$ cat config.mk
export PLATFORM = sky130hd
export DESIGN_NAME = iaa_back
export DESIGN_NICKNAME = d
export VERILOG_FILES = /design/src/iaa_pkg.sv /design/src/iaa_back.sv
export SDC_FILE = /design/constraint.sdc
export NUM_CORES = 1
export LEC_CHECK = 0
export ABC_AREA = 1
export BUFFER_PORTS_ARGS = -buffer_cell sky130_fd_sc_hd__buf_4
export CAP_MARGIN = 20
export CORE_UTILIZATION = 40
export DETAILED_ROUTE_END_ITERATION = 7
export PLACE_DENSITY_LB_ADDON = 0.15
export SLEW_MARGIN = 15
export SYNTH_ARGS = -nofsm -noshare
export SYNTH_HDL_FRONTEND = slang
export SYNTH_SLANG_ARGS = --single-unit
$ cat constraint.sdc
create_clock -name clk_i -period 7.62 [get_ports clk_i]
set_input_delay 1.524 -clock clk_i [delete_from_list [all_inputs] [get_ports clk_i]]
set_output_delay 1.524 -clock clk_i [all_outputs]
set_load 0.005 [all_outputs]
$ cat src/iaa_pkg.sv
// ----------------------------------------------------------------------------
// Interval ALU package
// Shared widths, codes, word types and the saturation helper.
// ----------------------------------------------------------------------------
`default_nettype none

package iaa_pkg;

  localparam int unsigned VALUE_WIDTH = 32;
  localparam int unsigned LANES = 4;

  typedef logic signed [VALUE_WIDTH-1:0]   val_t;
  typedef logic signed [2*VALUE_WIDTH-1:0] wide_t;
  typedef logic        [VALUE_WIDTH-1:0]   mag_t;

  typedef enum logic [2:0] {
    KIND_ADD = 3'd0,
    KIND_SUB = 3'd1,
    KIND_MUL = 3'd2,
    KIND_DIV = 3'd3,
    KIND_NEG = 3'd4,
    KIND_ABS = 3'd5
  } kind_e;

  typedef enum logic [1:0] {
    STATUS_OK   = 2'd0,
    STATUS_OVF  = 2'd1,
    STATUS_DIVZ = 2'd2
  } status_e;

  localparam val_t VAL_MAX = {1'b0, {(VALUE_WIDTH-1){1'b1}}};
  localparam val_t VAL_MIN = {1'b1, {(VALUE_WIDTH-1){1'b0}}};

  typedef struct packed {
    logic [2:0] kind;
    val_t       a_low;
    val_t       a_high;
    val_t       b_low;
    val_t       b_high;
  } in_t;

  typedef struct packed {
    val_t       res_low;
    val_t       res_high;
    logic [1:0] status;
  } out_t;

  typedef struct packed {
    logic ovf;
    val_t val;
  } sat_t;

  // One lane of the restoring divider.
  typedef struct packed {
    mag_t rem;
    mag_t dvd;
    mag_t dvs;
  } dlane_t;

  typedef dlane_t [LANES-1:0] dvec_t;

  // Everything that travels alongside the divider.
  typedef struct packed {
    logic [2:0]                              kind;
    logic [LANES-1:0]                        neg;
    logic [LANES-1:0][2*VALUE_WIDTH-1:0]     prod;
    val_t                                    lo;
    val_t                                    hi;
    logic                                    ovf;
    logic                                    divz;
  } side_t;

  function automatic sat_t saturate(input wide_t x);
    sat_t r;
    r.ovf = 1'b0;
    r.val = x[VALUE_WIDTH-1:0];
    if (x > wide_t'(VAL_MAX)) begin
      r.ovf = 1'b1;
      r.val = VAL_MAX;
    end else if (x < wide_t'(VAL_MIN)) begin
      r.ovf = 1'b1;
      r.val = VAL_MIN;
    end
    return r;
  endfunction

endpackage

`default_nettype wire

$ cat src/iaa_back.sv
// ----------------------------------------------------------------------------
// Interval ALU back end
// Signs the quotients and saturates the four end values, then takes their minimum and
// maximum and selects the result word and status.
// ----------------------------------------------------------------------------
`default_nettype none

module iaa_back (
  input  wire logic                                          clk_i,
  input  wire logic                                          rst_ni,
  input  wire logic                                          en_i,
  input  wire logic                                          valid_i,
  input  iaa_pkg::side_t                                     side_i,
  input  wire logic [iaa_pkg::LANES-1:0][iaa_pkg::VALUE_WIDTH-1:0] quot_i,
  output logic                                               valid_o,
  output iaa_pkg::out_t                                      data_o
);
  import iaa_pkg::*;

  typedef struct packed {
    logic [2:0]                        kind;
    logic [LANES-1:0][VALUE_WIDTH-1:0] v;
    logic [LANES-1:0]                  lane_ovf;
    val_t                              lo;
    val_t                              hi;
    logic                              ovf;
    logic                              divz;
  } mid_t;

  mid_t mid_d, mid_q;
  out_t out_d, out_q;
  logic vld_c_q, vld_d_q;

  always_comb begin
    wide_t w;
    sat_t  s;
    mid_d.kind = side_i.kind;
    mid_d.lo   = side_i.lo;
    mid_d.hi   = side_i.hi;
    mid_d.ovf  = side_i.ovf;
    mid_d.divz = side_i.divz;
    for (int l = 0; l < LANES; l++) begin
      if (side_i.kind == KIND_MUL) begin
        w = wide_t'(side_i.prod[l]);
      end else begin
        w = wide_t'({1'b0, quot_i[l]});
        if (side_i.neg[l]) begin
          w = -w;
        end
      end
      s                 = saturate(w);
      mid_d.v[l]        = s.val;
      mid_d.lane_ovf[l] = s.ovf;
    end
  end

  always_comb begin
    val_t mn01, mn23, mx01, mx23, mn, mx;
    val_t v0, v1, v2, v3;
    v0   = mid_q.v[0];
    v1   = mid_q.v[1];
    v2   = mid_q.v[2];
    v3   = mid_q.v[3];
    mn01 = (v1 < v0) ? v1 : v0;
    mx01 = (v1 > v0) ? v1 : v0;
    mn23 = (v3 < v2) ? v3 : v2;
    mx23 = (v3 > v2) ? v3 : v2;
    mn   = (mn23 < mn01) ? mn23 : mn01;
    mx   = (mx23 > mx01) ? mx23 : mx01;
    out_d.res_low  = mid_q.lo;
    out_d.res_high = mid_q.hi;
    out_d.status   = mid_q.ovf ? STATUS_OVF : STATUS_OK;
    unique case (mid_q.kind)
      KIND_MUL: begin
        out_d.res_low  = mn;
        out_d.res_high = mx;
        out_d.status   = (|mid_q.lane_ovf) ? STATUS_OVF : STATUS_OK;
      end
      KIND_DIV: begin
        if (mid_q.divz) begin
          out_d.res_low  = VAL_MIN;
          out_d.res_high = VAL_MAX;
          out_d.status   = STATUS_DIVZ;
        end else begin
          out_d.res_low  = mn;
          out_d.res_high = mx;
          out_d.status   = (|mid_q.lane_ovf) ? STATUS_OVF : STATUS_OK;
        end
      end
      default: begin
      end
    endcase
  end

  always_ff @(posedge clk_i or negedge rst_ni) begin
    if (!rst_ni) begin
      vld_c_q <= 1'b0;
      vld_d_q <= 1'b0;
    end else if (en_i) begin
      vld_c_q <= valid_i;
      vld_d_q <= vld_c_q;
    end
  end

  always_ff @(posedge clk_i) begin
    if (en_i) begin
      mid_q <= mid_d;
      out_q <= out_d;
    end
  end

  assign valid_o = vld_d_q;
  assign data_o  = out_q;

endmodule

`default_nettype wire

==> flow_metrics.env, run 1 <==
export IMPL_path_class="flip-flop to flip-flop"
export IMPL_synth_area_sq_um=20700
export IMPL_clockBufferDepth=3
export IMPL_slew_limit_headroom=0.179
export IMPL_cp_common_cell="nand2_1"
export IMPL_cts_htree_levels=1
export IMPL_netlist_top_cells_area="edfxtp_1 39%, nand2_1 14%, ha_1 8.2%"
export IMPL_hold_viol=0
export IMPL_instances_no_fill=3812
export IMPL_clock_sinks=269
export IMPL_synth_flop_cell="edfxtp_1"
export IMPL_status="finished, violations left"
export IMPL_seq_area_frac_synth=0.390
export IMPL_placed_cells=3748
export IMPL_numCtsBuffers=28
export IMPL_r2r_start="mid_q[133]"
export IMPL_route_vias_total=20400
export IMPL_wire_per_inst_microns=20.4
export IMPL_area_growth_pct=26.1
export IMPL_synth_edf_count=267
export IMPL_yosysWarnings=0
export IMPL_io_buffers=527
export IMPL_final_nets=3697
export IMPL_startpoint_type="flip-flop"
export IMPL_grt_ovfl_total=0
export IMPL_netlist_instances=2649
export IMPL_critPathMaxFanout=40
export IMPL_antenna_left=0
export IMPL_cts_tree="built"
export IMPL_finalSetupViolations=0
export IMPL_num_rows=83
export IMPL_critical_path_slowest_cell="o21ai_0"
export IMPL_fmax_mhz=171
export IMPL_maxSlewViolCount=0
export IMPL_hold_end="data_o[56]"
export IMPL_die_w_microns=230
export IMPL_grt_pass1_wl_microns=116000
export IMPL_rsz0062_at_grt="false"
export IMPL_p_leak_uw=0.0118
export IMPL_gp_congestion=0.969
export IMPL_ios=528
export IMPL_min_path_type="flip-flop to flip-flop"
export IMPL_drtIter0Drc=1416
export IMPL_holdPathStages=2
export IMPL_cts_root_buf="clkbuf_16"
export IMPL_cts_resized=0
export IMPL_avgViaCountPerCell=5.34
export IMPL_synthArstFlopShare=0.00743
export IMPL_yosys_register_bits=269
export IMPL_rr_endpoint="data_o[14]"
export IMPL_peakVddDrop_uv=183
export IMPL_dr_pass1_iters=8
export IMPL_cpPeakStageDelay_ns=0.62
export IMPL_clock_skew_ns=0.00784
export IMPL_hold_buffers=0
export IMPL_worst_pin_slew_ns=1.22
export IMPL_ys_top_cells_by_count="787 x nand2_1, 268 x inv_1, 267 x edfxtp_1"
export IMPL_multi_input_area_sq_um=11000
export IMPL_hp_start="mid_q[56]"
export IMPL_syn_nets=3245
export IMPL_grt_pass1_vias=19600
export IMPL_drc=2
export IMPL_grt_max_degree=117
export IMPL_fin_tns_setup_ns=0
export IMPL_drive_above_1_share=0.211
export IMPL_end_kind="flip-flop"
export IMPL_yosys_area_top_type="edfxtp_1"
export IMPL_totalWireLength_microns=77600
export IMPL_path_clk_slew_ns=0.06
export IMPL_min_period_ns=5.83
export IMPL_start_util=0.404
export IMPL_syn_avg_cell_area_sq_um=7.82
export IMPL_die_area_sq_um=52700
export IMPL_violations="DRC"
export IMPL_r2r_cells=28
export IMPL_max_cap_violations=0
export IMPL_post_route_period_util=0.766
export IMPL_clk_latency_ns=0.55
export IMPL_coreArea_sq_um=51200
export IMPL_grt_antenna_before_repair=9
export IMPL_worstPathRequired_ns=7.92
export IMPL_yosysMostFrequentCell="nand2_1"
export IMPL_track_usage=0.287
export IMPL_worst_r2r_setup_slack_ns=1.79
export IMPL_seq_area_sq_um=8070
export IMPL_synth_top_area_share=0.387
export IMPL_synth_cell_type_count=63
export IMPL_n_fill_cell=4984
export IMPL_arrival_ns=6.14
export IMPL_cts_setup_buffers=0
export IMPL_dieHeight_microns=230
export IMPL_dp_hpwl_microns=63900
export IMPL_power_per_cell_area_nw_per_um2=222
==> through the flow <==
stage	hold slack (ns)	utilization	setup slack, ns	instance area [sq um]	power, uW
2_1_floorplan	0.478	-	3.25	20700	3370
3_3_place_gp	0.494	0.490	1.58	25100	4300
3_5_place_dp	0.503	0.490	1.80	25100	4330
4_1_cts	0.519	0.509	1.79	26000	5770
5_1_grt	0.534	0.510	1.44	26100	6150
6_report	0.516	0.510	1.79	26100	5790
==> sequential cells by signal (all words and copies together) (netlist names) <==
name     cells
mid_q      201
data_o      66
valid_o      1
vld_c_q      1
==> area by class of cell <==
| type | instances | area share |
|---|---|---|
| Sequential cell | 269 | 0.309 |
| Inverter | 274 | 0.0396 |
| Multi-Input combinational cell | 1982 | 0.422 |
| Clock inverter | 15 | 0.00767 |
| Timing Repair Buffer | 546 | 0.160 |
| Clock buffer | 36 | 0.0288 |
| Tap cell | 680 | 0.0326 |
| Antenna cell | 10 | 0.000958 |
==> logic make-up (layout without fill, tap and decap cells) <==
logic type | count (synthesis) | after routing | share of synthesized area
flops | 269 | 269 | 0.390
fa+ha+maj | 135 | 135 | 0.0816
compound gates | 539 | 539 | 0.160
xor+xnor | 86 | 86 | 0.0364
other cells | 0 | 10 | 0
buf+inv | 398 | 871 | 0.0790
simple gates | 1222 | 1222 | 0.254
==> metal layers <==
layer | vias up | GRT usage | wire (microns)
met1 | 9440 | 0.393 | 34300
met5 | - | 0 | 0
li1 | 10000 | - | -
met4 | 0 | 0.0921 | 2390
met3 | 99 | 0.0283 | 4820
met2 | 784 | 0.474 | 36100
==> worst max path at each step <==
stage	start	end	slack [ns]	depth (start not counted)
3_3_place_gp	quot_i[64]	mid_q[140]	1.58	22
6_report	mid_q[133]	data_o[14]	1.79	28
4_1_cts	mid_q[153]	data_o[57]	1.79	26
5_1_grt	mid_q[133]	data_o[8]	1.44	28
2_1_floorplan	quot_i[97]	mid_q[167]	3.25	22
3_5_place_dp	mid_q[153]	data_o[57]	1.80	26
==> critical path: cells and delay by family (launching register included) <==
family / cells / cell delay [ns]
flip-flops: 1 / 0.46
buffers and inverters: 5 / 1.22
XOR/XNOR: 1 / 0.12
AO/OA/AOI/OAI: 7 / 1.40
adder cells (fa/ha/maj): 2 / 0.82
AND/OR/NAND/NOR: 13 / 1.52
==> cells in the final DEF (no fill, tap or decap), drive strengths merged, types with 11 or more instances in the layout <==
master | Yosys | layout
a21oi | 90 | 90
a31oi | 11 | 11
buf | 34 | 546
clkbuf | 90 | 36
clkinv | 2 | 11
edfxtp | 267 | 267
ha | 135 | 135
inv | 272 | 272
nand2 | 794 | 794
nand3 | 111 | 111
nand4 | 38 | 38
nor2 | 168 | 168
nor3 | 51 | 51
nor4 | 20 | 20
o211ai | 131 | 131
o21ai | 236 | 236
o31ai | 14 | 14
o41ai | 22 | 22
or2 | 18 | 18
xnor2 | 25 | 25
xor2 | 61 | 61
==> where the power goes <==
group | total, uW | internal, uW | leakage (uW) | switching [uW]
clock network | 1430 | 863 | 0.000467 | 572
logic | 2420 | 858 | 0.00872 | 1560
registers | 1930 | 1840 | 0.00265 | 89.4
total | 5790 | 3560 | 0.0118 | 2230
Note: power is estimated with default switching activity, not from simulation.
==> run 2: changes to the inputs <==
==> constraint.sdc (replaced) <==
create_clock -name clk_i -period 5.9 [get_ports clk_i]
set_input_delay 1.18 -clock clk_i [delete_from_list [all_inputs] [get_ports clk_i]]
set_output_delay 1.18 -clock clk_i [all_outputs]
set_load 0.005 [all_outputs]
==> flow_metrics.env, run 2 (synthesis results as in run 1) <==
export IMPL_min_path_type="primary input to async pin"
export IMPL_end_kind="flip-flop"
export IMPL_grt_antenna_before_repair=10
export IMPL_pwr_share_seq=0.342
export IMPL_clock_skew_ns=0.0180
export IMPL_grt_pass1_vias=19600
export IMPL_drc=1
export IMPL_clk_latency_ns=0.56
export IMPL_antenna_left=0
export IMPL_hold_buffers=0
export IMPL_status="finished, violations left"
export IMPL_min_period_ns=5.49
export IMPL_p_int_uw=4460
export IMPL_violations="DRC"
export IMPL_cts_root_buf="clkbuf_16"
export IMPL_post_route_period_util=0.931
export IMPL_critPathMaxFanout=60
export IMPL_peakVddDrop_uv=199
export IMPL_power_per_cell_area_nw_per_um2=281
export IMPL_drtIter0Drc=1499
export IMPL_rsz0062_at_grt="false"
export IMPL_cts_tree="built"
export IMPL_regMostFlops="mid_q"
export IMPL_max_cap_violations=0
export IMPL_hold_viol=0
export IMPL_mostFrequentLayoutCells="787 x nand2_1, 552 x buf_4, 268 x inv_1"
export IMPL_numCtsBuffers=28
export IMPL_die_w_microns=230
export IMPL_fin_tns_setup_ns=0
export IMPL_grt_pass1_wl_microns=118000
export IMPL_drive_above_1_share=0.213
export IMPL_coreArea_sq_um=51200
export IMPL_path_class="flip-flop to flip-flop"
export IMPL_slew_limit_headroom=0.325
export IMPL_dp_hpwl_microns=65600
export IMPL_cts_htree_levels=1
export IMPL_cts_resized=0
export IMPL_hold_slack_ns=0.397
export IMPL_clkPwrFrac=0.233
export IMPL_fmax_mhz=182
export IMPL_maxSlewViolCount=0
export IMPL_power_uw=7340
export IMPL_track_usage=0.293
export IMPL_area_growth_pct=26.1
export IMPL_startpoint_type="flip-flop"
export IMPL_dr_pass1_iters=8
export IMPL_clockBufferDepth=3
export IMPL_avgViaCountPerCell=5.37
export IMPL_worst_pin_slew_ns=1.01
export IMPL_switching_share=0.392
export IMPL_finalSetupViolations=0
export IMPL_n_fill_cell=4972
export IMPL_arrival_ns=5.79
export IMPL_ios=528
export IMPL_die_area_sq_um=52700
export IMPL_p_leak_uw=0.0119
export IMPL_grt_ovfl_total=0
export IMPL_instances_no_fill=3822
export IMPL_final_common_cell="nand2_1"
export IMPL_placed_cells=3761
export IMPL_final_nets=3709
export IMPL_wire_per_inst_microns=20.8
export IMPL_largest_reg_flops=201
export IMPL_dieHeight_microns=230
export IMPL_p_sw_uw=2880
export IMPL_start_util=0.404
export IMPL_gp_congestion=0.987
export IMPL_path_clk_slew_ns=0.06
export IMPL_totalWireLength_microns=79600
export IMPL_cts_setup_buffers=0
export IMPL_p_comb_frac=0.426
export IMPL_io_buffers=527
export IMPL_grt_max_degree=114
export IMPL_clock_sinks=269
export IMPL_num_rows=83
export IMPL_worstPathRequired_ns=6.20
export IMPL_route_vias_total=20500
[run 2: final cells by class]
class / count / area [sq um] / area share
Multi-Input combinational cell: 1982 / 11000 / 0.422
Sequential cell: 269 / 8070 / 0.309
Timing Repair Buffer: 558 / 4240 / 0.163
Inverter: 274 / 1030 / 0.0396
Tap cell: 680 / 851 / 0.0326
Clock buffer: 33 / 741 / 0.0284
Clock inverter: 18 / 135 / 0.00518
Antenna cell: 8 / 20.0 / 0.000767
[run 2: metrics by stage]
step,utilization,instance area [sq um],setup WS (ns)
floorplan,-,20700,1.55
global placement,0.492,25200,0.552
detailed placement,0.492,25200,0.433
CTS,0.509,26100,0.411
global route,0.510,26100,0.0599
finish,0.510,26100,0.410
[run 2: worst max-delay path, stage by stage, from the launching register on]
cell	delay, ns
edfxtp_1	0.45
inv_1	0.13
ha_1	0.25
a21o_1	0.18
nor2_1	0.12
nand2_1	0.08
nand2_1	0.07
nand2_1	0.07
nand2_1	0.09
nand2_1	0.10
nand2_1	0.10
nand2_1	0.07
buf_4	0.28
o21ai_0	0.83
ha_1	0.38
a21oi_1	0.19
nor2_1	0.06
a211oi_1	0.19
o221a_2	0.23
nand2_1	0.10
nand2_1	0.15
nand3_1	0.11
nand2_1	0.36
buf_4	0.25
nand2_1	0.06
nand3_1	0.23
nand2_1	0.08
[run 2: power groups by stage]
stage | Clock [uW] | Combinational (uW) | Sequential (uW)
after global routing | 1820 | 3500 | 2530
after CTS | 1750 | 3090 | 2510
after global placement | 0 | 3040 | 2550
after detailed placement | 0 | 3080 | 2550
after floorplan | 0 | 1880 | 2480
final | 1710 | 3130 | 2510
[run 2: path summary, 6_finish.rpt]
path / startpoint / endpoint / slack, ns / cells past startpoint
setup reg to reg: mid_q[141] / data_o[57] / 0.41 / 26
hold / removal: rst_ni / valid_o / 0.40 / 1
min in group clk_i: mid_q[46] / data_o[46] / 0.52 / 2
setup / recovery: mid_q[141] / data_o[57] / 0.41 / 26
hold reg to reg: mid_q[46] / data_o[46] / 0.52 / 2
max in group asynchronous: rst_ni / valid_o / 5.42 / 1
[run 2: per-layer routing]
| metal | vias to the layer above | GRT usage | part of all wire |
|---|---|---|---|
| li1 | 10100 | - | - |
| met1 | 9552 | 0.391 | 0.44 |
| met2 | 783 | 0.468 | 0.45 |
| met3 | 123 | 0.0447 | 0.063 |
| met4 | 0 | 0.134 | 0.046 |
| met5 | - | 0 | 0 |
